### src/design/lqs_pkg.sv
package lqs_pkg;

    localparam int SAMPLE_CAPACITY = 512;
    localparam int ADDR_W  = $clog2(SAMPLE_CAPACITY);
    localparam int CNT_W   = $clog2(SAMPLE_CAPACITY + 1);
    localparam int SAMPLE_W = 32;
    localparam int FIX_W   = 40;
    localparam int SUM_W   = SAMPLE_W + CNT_W;
    localparam int NUM_W   = 2 * FIX_W + 1;
    localparam int DEN_W   = FIX_W + 1;
    localparam int MUL_SPLIT = FIX_W / 2;
    localparam logic [FIX_W-1:0] LIMIT_RESET = '1;

    localparam logic OP_SAMPLE = 1'b0;
    localparam logic OP_CLOSE  = 1'b1;

    typedef struct packed {
        logic                op;
        logic [SAMPLE_W-1:0] sample_value;
        logic [SAMPLE_W-1:0] window_min;
        logic [SAMPLE_W-1:0] window_max;
        logic                erase_totals;
    } t_in;

    typedef struct packed {
        logic                kind;
        logic [FIX_W-1:0]    avg_value;
        logic [FIX_W-1:0]    mid_value;
        logic [FIX_W-1:0]    lower_q;
        logic [FIX_W-1:0]    upper_q;
        logic [SAMPLE_W-1:0] least;
        logic [SAMPLE_W-1:0] greatest;
        logic [FIX_W-1:0]    count;
        logic                overflow;
        logic                last;
    } t_out;

    typedef struct packed {
        logic              start;
        logic [NUM_W-1:0]  num;
        logic [DEN_W-1:0]  den;
    } t_div_req;

    typedef struct packed {
        logic              done;
        logic [NUM_W-1:0]  quo;
    } t_div_rsp;

    typedef enum logic [4:0] {
        ST_IDLE,
        ST_OUTER_RD,
        ST_OUTER_WAIT,
        ST_INNER_RD,
        ST_INNER_WAIT,
        ST_INNER_CMP,
        ST_INSERT,
        ST_SUM_RD,
        ST_SUM_WAIT,
        ST_SUM_ACC,
        ST_AVG_DIV,
        ST_AVG_WAIT,
        ST_Q_RD,
        ST_Q_WAIT,
        ST_Q_TAKE,
        ST_MUL_A,
        ST_MUL_B,
        ST_BL_DIV,
        ST_BL_WAIT,
        ST_UPDATE,
        ST_OUT0,
        ST_OUT1
    } t_state;

endpackage

### src/design/lqs_div.sv
module lqs_div
    import lqs_pkg::*;
(
    input  logic     i_clk,
    input  logic     i_rst_n,
    input  t_div_req i_req,
    output t_div_rsp o_rsp
);
    // restoring divider, one quotient bit per cycle
    localparam int STEP_W = $clog2(NUM_W + 1);

    logic [NUM_W-1:0]  r_num, n_num;
    logic [DEN_W-1:0]  r_den;
    logic [DEN_W:0]    r_rem, n_rem;
    logic [STEP_W-1:0] r_step;
    logic              r_busy, r_done;
    logic [DEN_W:0]    w_shift;

    always_comb begin
        w_shift = {r_rem[DEN_W-1:0], r_num[NUM_W-1]};
        n_num   = {r_num[NUM_W-2:0], 1'b0};
        n_rem   = w_shift;
        if (w_shift >= {1'b0, r_den}) begin
            n_rem    = w_shift - {1'b0, r_den};
            n_num[0] = 1'b1;
        end
    end

    always_ff @(posedge i_clk) begin
        if (!i_rst_n) begin
            r_busy <= 1'b0;
            r_done <= 1'b0;
            r_step <= '0;
        end else begin
            r_done <= 1'b0;
            if (i_req.start) begin
                r_busy <= 1'b1;
                r_step <= STEP_W'(NUM_W);
            end else if (r_busy) begin
                r_step <= r_step - 1'b1;
                if (r_step == STEP_W'(1)) begin
                    r_busy <= 1'b0;
                    r_done <= 1'b1;
                end
            end
        end
    end

    always_ff @(posedge i_clk) begin
        if (i_req.start) begin
            r_num <= i_req.num;
            r_den <= i_req.den;
            r_rem <= '0;
        end else if (r_busy) begin
            r_num <= n_num;
            r_rem <= n_rem;
        end
    end

    assign o_rsp.done = r_done;
    assign o_rsp.quo  = r_num;

    a_done_once: assert property (@(posedge i_clk) disable iff (!i_rst_n)
        r_done |=> !r_done) else $error("divider done held");
    a_start_idle: assert property (@(posedge i_clk) disable iff (!i_rst_n)
        i_req.start |-> !r_busy) else $error("divider restarted while busy");
    a_busy_done: assert property (@(posedge i_clk) disable iff (!i_rst_n)
        r_done |-> !r_busy) else $error("divider done while busy");
endmodule

### config.mk
export PLATFORM = sky130hd
export DESIGN_NAME = lqs_div
export DESIGN_NICKNAME = d
export VERILOG_FILES = /design/src/design/lqs_pkg.sv /design/src/design/lqs_div.sv
export SDC_FILE = /design/constraint.sdc
export NUM_CORES = 1
export LEC_CHECK = 0
export BUFFER_PORTS_ARGS = -buffer_cell sky130_fd_sc_hd__buf_2
export CAP_MARGIN = 10
export CORE_ASPECT_RATIO = 1.1
export CORE_MARGIN = 2
export CORE_UTILIZATION = 50
export DETAILED_ROUTE_END_ITERATION = 10
export PLACE_DENSITY = 0.73
export SLEW_MARGIN = 20
export SYNTH_ARGS = -nofsm -noshare
export SYNTH_HDL_FRONTEND = slang
export SYNTH_SLANG_ARGS = --single-unit
### constraint.sdc
create_clock -name i_clk -period 6.9 [get_ports i_clk]
set_clock_uncertainty 0.2 [all_clocks]
set_input_delay 0.345 -clock i_clk [delete_from_list [all_inputs] [get_ports i_clk]]
set_output_delay 0.345 -clock i_clk [all_outputs]
set_load 0.1 [all_outputs]
# After elaboration in Yosys (flattened, before gate mapping)
# Index checks and enable logic that the tools add are counted.
[word_totals]
n_memories = 0
wordCells = 26
latch_bits = 0
rom_bits = 0
ramBits = 0
register_bits = 172
out_inout_bits = 82
[op_classes]
n_lt_le_gt_ge = 1
reduce_logical = 3
add_sub_neg = 2
n_bitwise = 2
div_mod_pow = 0
n_mux = 10
n_eq_ne = 1
shift = 0
mul = 0
[ops]
columns = ["op", "n"]
rows = [
  ["two-way mux 81 bit", 2],
  [">= comparator 42 x 41 -> 1 bit", 1],
  ["two-way mux 41 bit", 1],
  ["subtractor 41 bit", 1],
  ["two-way mux 7 bit", 2],
  ["equality test 7 x 1 -> 1 bit, second input constant", 1],
  ["subtractor 7 x 1 -> 7 bit, second input constant", 1],
  ["two-way mux 1 bit", 5],
  ["OR reduction 3 bit", 1],
  ["inverter 1 bit", 2],
  ["nonzero test 2 bit", 1],
  ["OR reduction 2 bit", 1],
]

# Longest topological paths before layout
[depth]
word_depth = 4
depth_mapped = 15

# Worst setup path after synthesis
# Ideal clock, no wire load.
[synth_path]
kind = "reg2reg"
from = "reg r_num[80]"
to = "reg r_num[0], data pin"
t_arrival_ns = 3.304
setup_ns = 0.260
t_required_ns = 6.440
synth_period_minus_slack_ns = 3.764
slack_ns = 3.136
stages_incl_launch_ff = 14
cell_sequence = "edfxtp_1 -> inv_1 -> ha_1 -> inv_1 -> fa_1 -> a21o_1 -> a31o_2 -> a21oi_2 -> a211oi_2 -> nor4_4 -> or3_4 -> nand2_4 -> buf_6 -> mux2_2"
[synth_between]
elab_chain_len = 4
[synth_rtl]
columns = ["item", "line", "rtl"]
rows = [
  ["start: declaration", "lqs_div.sv:12", "logic [NUM_W-1:0] r_num, n_num;"],
  ["start signal: assignment", "lqs_div.sv:51", "r_num <= i_req.num;"],
  ["start signal: assignment", "lqs_div.sv:55", "r_num <= n_num;"],
  [">= comparator 42 x 41 -> 1 bit", "lqs_div.sv:23", "if (w_shift >= {1'b0, r_den}) begin"],
  ["two-way mux 1 bit", "lqs_div.sv:23", ""],
  ["two-way mux 81 bit", "lqs_div.sv:54", "end else if (r_busy) begin"],
  ["two-way mux 81 bit", "lqs_div.sv:50", "if (i_req.start) begin"],
]
# No other way between the ends. The select of a mux whose other input is x is not followed.
# A chain may end at the register's enable or synchronous reset.

# Worst setup path in the final report
[layout_path]
from = "reg r_num[80]"
to = "reg r_rem[8]"
[layout_between]
elab_chain_len = 2
[layout_rtl]
columns = ["item", "line", "rtl"]
rows = [
  ["subtractor 41 bit or >= comparator 42 x 41 -> 1 bit (tied branches)", "lqs_div.sv:24, lqs_div.sv:23", ""],
  ["two-way mux 41 bit (*)", "lqs_div.sv:23", ""],
  ["end signal: assignment", "lqs_div.sv:56", "r_rem <= n_rem;"],
  ["end: declaration", "lqs_div.sv:14", "logic [DEN_W:0] r_rem, n_rem;"],
]
# Mark *: on every way between the ends. The rest lies on a longest branch, timed or not.

==> impl_metrics.py <==
metrics = {
    "final_layout": {
        "register_area_um2": 4670,
        "fin_cells": 1367,
        "nets": 1279,
        "fillers": 1521,
        "drive_gt1_share_pct": 30.6,
        "multi_input_area_um2": 4290,
        "synthToLayoutAreaGrowth_pct": 24.8,
    },
    "logic_synthesis": {
        "synth_warnings": 0,
        "synth.distinct_cells": 71,
        "yosys.area.top_type": "edfxtp_1",
        "synth.most_common_cell": "edfxtp_1",
        "synthesis.nets": 1033,
        "syn-cell-area_um2": 9440,
        "synth_commonest_cells": "122 x edfxtp_1, 96 x nand2_1, 81 x mux2_2, 64 x nor2_1, 55 x inv_1",
        "synth_area_leaders": "edfxtp_1 39%, dfxtp_1 11%, mux2_2 9.7%",
        "async_flop_share_pct": 0,
        "synth_seq_cells": 172,
        "syn_inst": 864,
        "ys.flop_type": "edfxtp_1",
        "synth_seq_area_share_pct": 49.4,
        "synth_top_area_share_pct": 38.8,
        "avgSynthCellArea_um2": 10.9,
        "synth-edff-count": 122,
    },
    "worst_setup_path": {
        "reg2regPathDepth": 13,
        "r2r_end": "r_rem[8]",
        "worstSetupEndpointType": "flop",
        "crit_type": "reg -> reg",
        "cp_max_fo": 38,
        "critPathLaunchType": "flop",
        "critPathArrivalTime_ns": 4.14,
        "cp.required_ns": 7.02,
        "timing.rr.start": "r_num[80]",
        "reg2reg_slack_ns": 2.88,
    },
    "place": {
        "portBuffers": 206,
        "hpwl_um": 15800,
        "gp_congestion": 0.890,
        "place_inst": 1271,
    },
    "floorplan": {
        "initial_core_util_pct": 51.1,
        "dieArea_um2": 20000,
        "fp.coreArea_um2": 18500,
        "die_w_um": 135,
        "die_h_um": 148,
        "num_rows": 52,
        "ios": 207,
    },
    "power": {
        "ir_drop_v": 0.000186,
        "pwr-share-clk_pct": 30.3,
        "p_per_area_nw_per_um2": 276,
        "p_int_mw": 2.02,
        "combPwrFrac_pct": 30.4,
        "power.leakage_nw": 4.94,
        "p_sw_mw": 1.22,
        "p_sw_share_pct": 37.6,
        "p_seq_share_pct": 39.3,
    },
    "grt": {
        "grt_max_degree": 113,
        "use_met3_pct": 5.90,
        "grt_overflow": 0,
        "busiest_layer": "met2",
        "grt_pass1_vias": 7276,
        "use_met2_pct": 38.8,
        "grt_util_met1_pct": 28.2,
        "track_usage_pct": 22.8,
        "grt_pass1_wl_um": 36100,
        "antenna_found_initial": 0,
    },
    "timing": {
        "hold_viol": 0,
        "slew_violations": 0,
        "rsz0062_at_grt": "no",
        "max_freq_ghz": 0.249,
        "fin_crit_sh_pct": 58.3,
        "tns_ns": 0,
        "layout_min_cycle_time_ns": 4.02,
        "worst_slew_pin_slew_ns": 1.02,
        "timing.slew.headroom_pct": 31.7,
        "setup_violations": 0,
    },
    "detailed_routing": {
        "wirelength_um": 22800,
        "via_per_inst": 5.44,
        "via_count": 7430,
        "ant_nets": 0,
        "drt_iter0_markers": 405,
        "drtPass1Iterations": 5,
        "drc": 0,
        "wl_per_cell_um": 16.7,
    },
    "clock_tree": {
        "postCtsSetupRepairBufs": 0,
        "cts_made_buffers": 17,
        "clockRootBuffer": "clkbuf_16",
        "h-tree-depth": 4,
        "postCtsHoldBufs": 61,
        "cts_sinks": 172,
        "tritoncts": "done",
        "worstSkewPairLatency_ns": 0.44,
        "post_cts_resized": 0,
        "clkTransAtPathRegs_ns": 0.08,
        "cts_buffer_depth": 2,
    },
    "worst_hold_path": {
        "hold_path_class": "in -> reg",
        "hold_depth": 2,
        "hold_path.startpoint": "i_req[96]",
        "whs_endpoint": "r_num[55]",
    },
    "flow_run": {
        "cap_viol_max_count": 0,
    },
    "run_status": {
        "status": "finished clean",
    },
}
[flip-flops by register name, indices dropped and copies added (netlist names)]
name and cells:
r_num 81, r_den 41, r_rem 41, r_step 7
r_busy 1, r_done 1
[cell families (layout without fill, tap and decap cells)]
logic type | Yosys count | after routing | synth area share (%)
and+or+nand+nor | 234 | 234 | 11.6
AOI/OAI and AO/OA | 194 | 194 | 14.5
DFF | 172 | 172 | 49.4
buffers and inverters | 99 | 358 | 5.13
muxes | 81 | 81 | 9.67
adders and majority gates | 44 | 44 | 5.91
xor gates and xnor gates | 40 | 40 | 3.71
other | 0 | 1 | 0
[worst max-delay path: stages (launching register included)]
cell      delay (ns)
edfxtp_1        0.41
inv_1           0.08
ha_1            0.16
inv_1           0.05
fa_1            0.40
a21o_1          0.21
a31o_2          0.25
a21oi_2         0.27
a211oi_2        0.15
nor4_4          0.37
nor3_2          0.15
nor2_4          0.76
nand2_1         0.11
a311oi_1        0.33
[worst max path at each step]
stage	slack (ns)	from	to
3_3_place_gp	3.03	r_num[80]	r_rem[25]
6_report	2.88	r_num[80]	r_rem[8]
5_1_grt	2.53	r_num[80]	r_rem[23]
2_1_floorplan	3.14	r_num[80]	r_num[0]
4_1_cts	2.82	r_num[80]	r_rem[8]
3_5_place_dp	2.87	r_num[80]	r_rem[25]
[through the flow]
step	cell area (um2)	hold slack, ns	util [%]	setup slack [ns]	total power [mW]
2_1_floorplan	9440	0.244	-	3.14	2.08
3_3_place_gp	10500	0.269	56.9	3.03	2.24
3_5_place_dp	10500	0.274	56.9	2.87	2.25
4_1_cts	11700	0.000216	63.5	2.82	3.26
5_1_grt	11800	0.00347	63.7	2.53	3.38
6_report	11800	0.00431	63.7	2.88	3.25
[power groups by stage]
stage | sequential (mW) | combinational, mW | clock [mW]
floorplan | 1.66 | 0.424 | 0
global placement | 1.30 | 0.944 | 0
detailed placement | 1.30 | 0.952 | 0
CTS | 1.28 | 0.983 | 1.00
global route | 1.29 | 1.05 | 1.04
finish | 1.28 | 0.986 | 0.984
[per-layer routing]
metal	wire [um]	share of wire (%)	up-vias
li1	-	-	3672
met1	9700	43	3520
met2	11200	49	203
met3	1330	5.9	35
met4	523	2.3	0
met5	0	0	-
[layout by cell type, fill, tap and decap left out, types with 17 or more instances in the layout]
cell type / n
edfxtp_1: 122
a21oi_1: 51
xnor2_1: 23
clkbuf_16: 17
a21o_1: 17
inv_1: 55
mux2_2: 81
ha_1: 43
buf_2: 205
nor2_1: 64
a311oi_1: 27
nand2_1: 96
dfxtp_1: 49
dlygate4sd3_1: 62
o21ai_0: 21
xor2_1: 17
[area by class of cell]
type / count / share of cell area [%]
multi-input combinational: 593 / 36.5
clock inverter: 14 / 1.45
antenna: 1 / 0.0213
sequential: 172 / 39.6
timing repair buffer: 271 / 14.4
clock buffer: 18 / 3.65
tap: 243 / 2.58
inverter: 55 / 1.75
(Power assumes the default switching activity.)
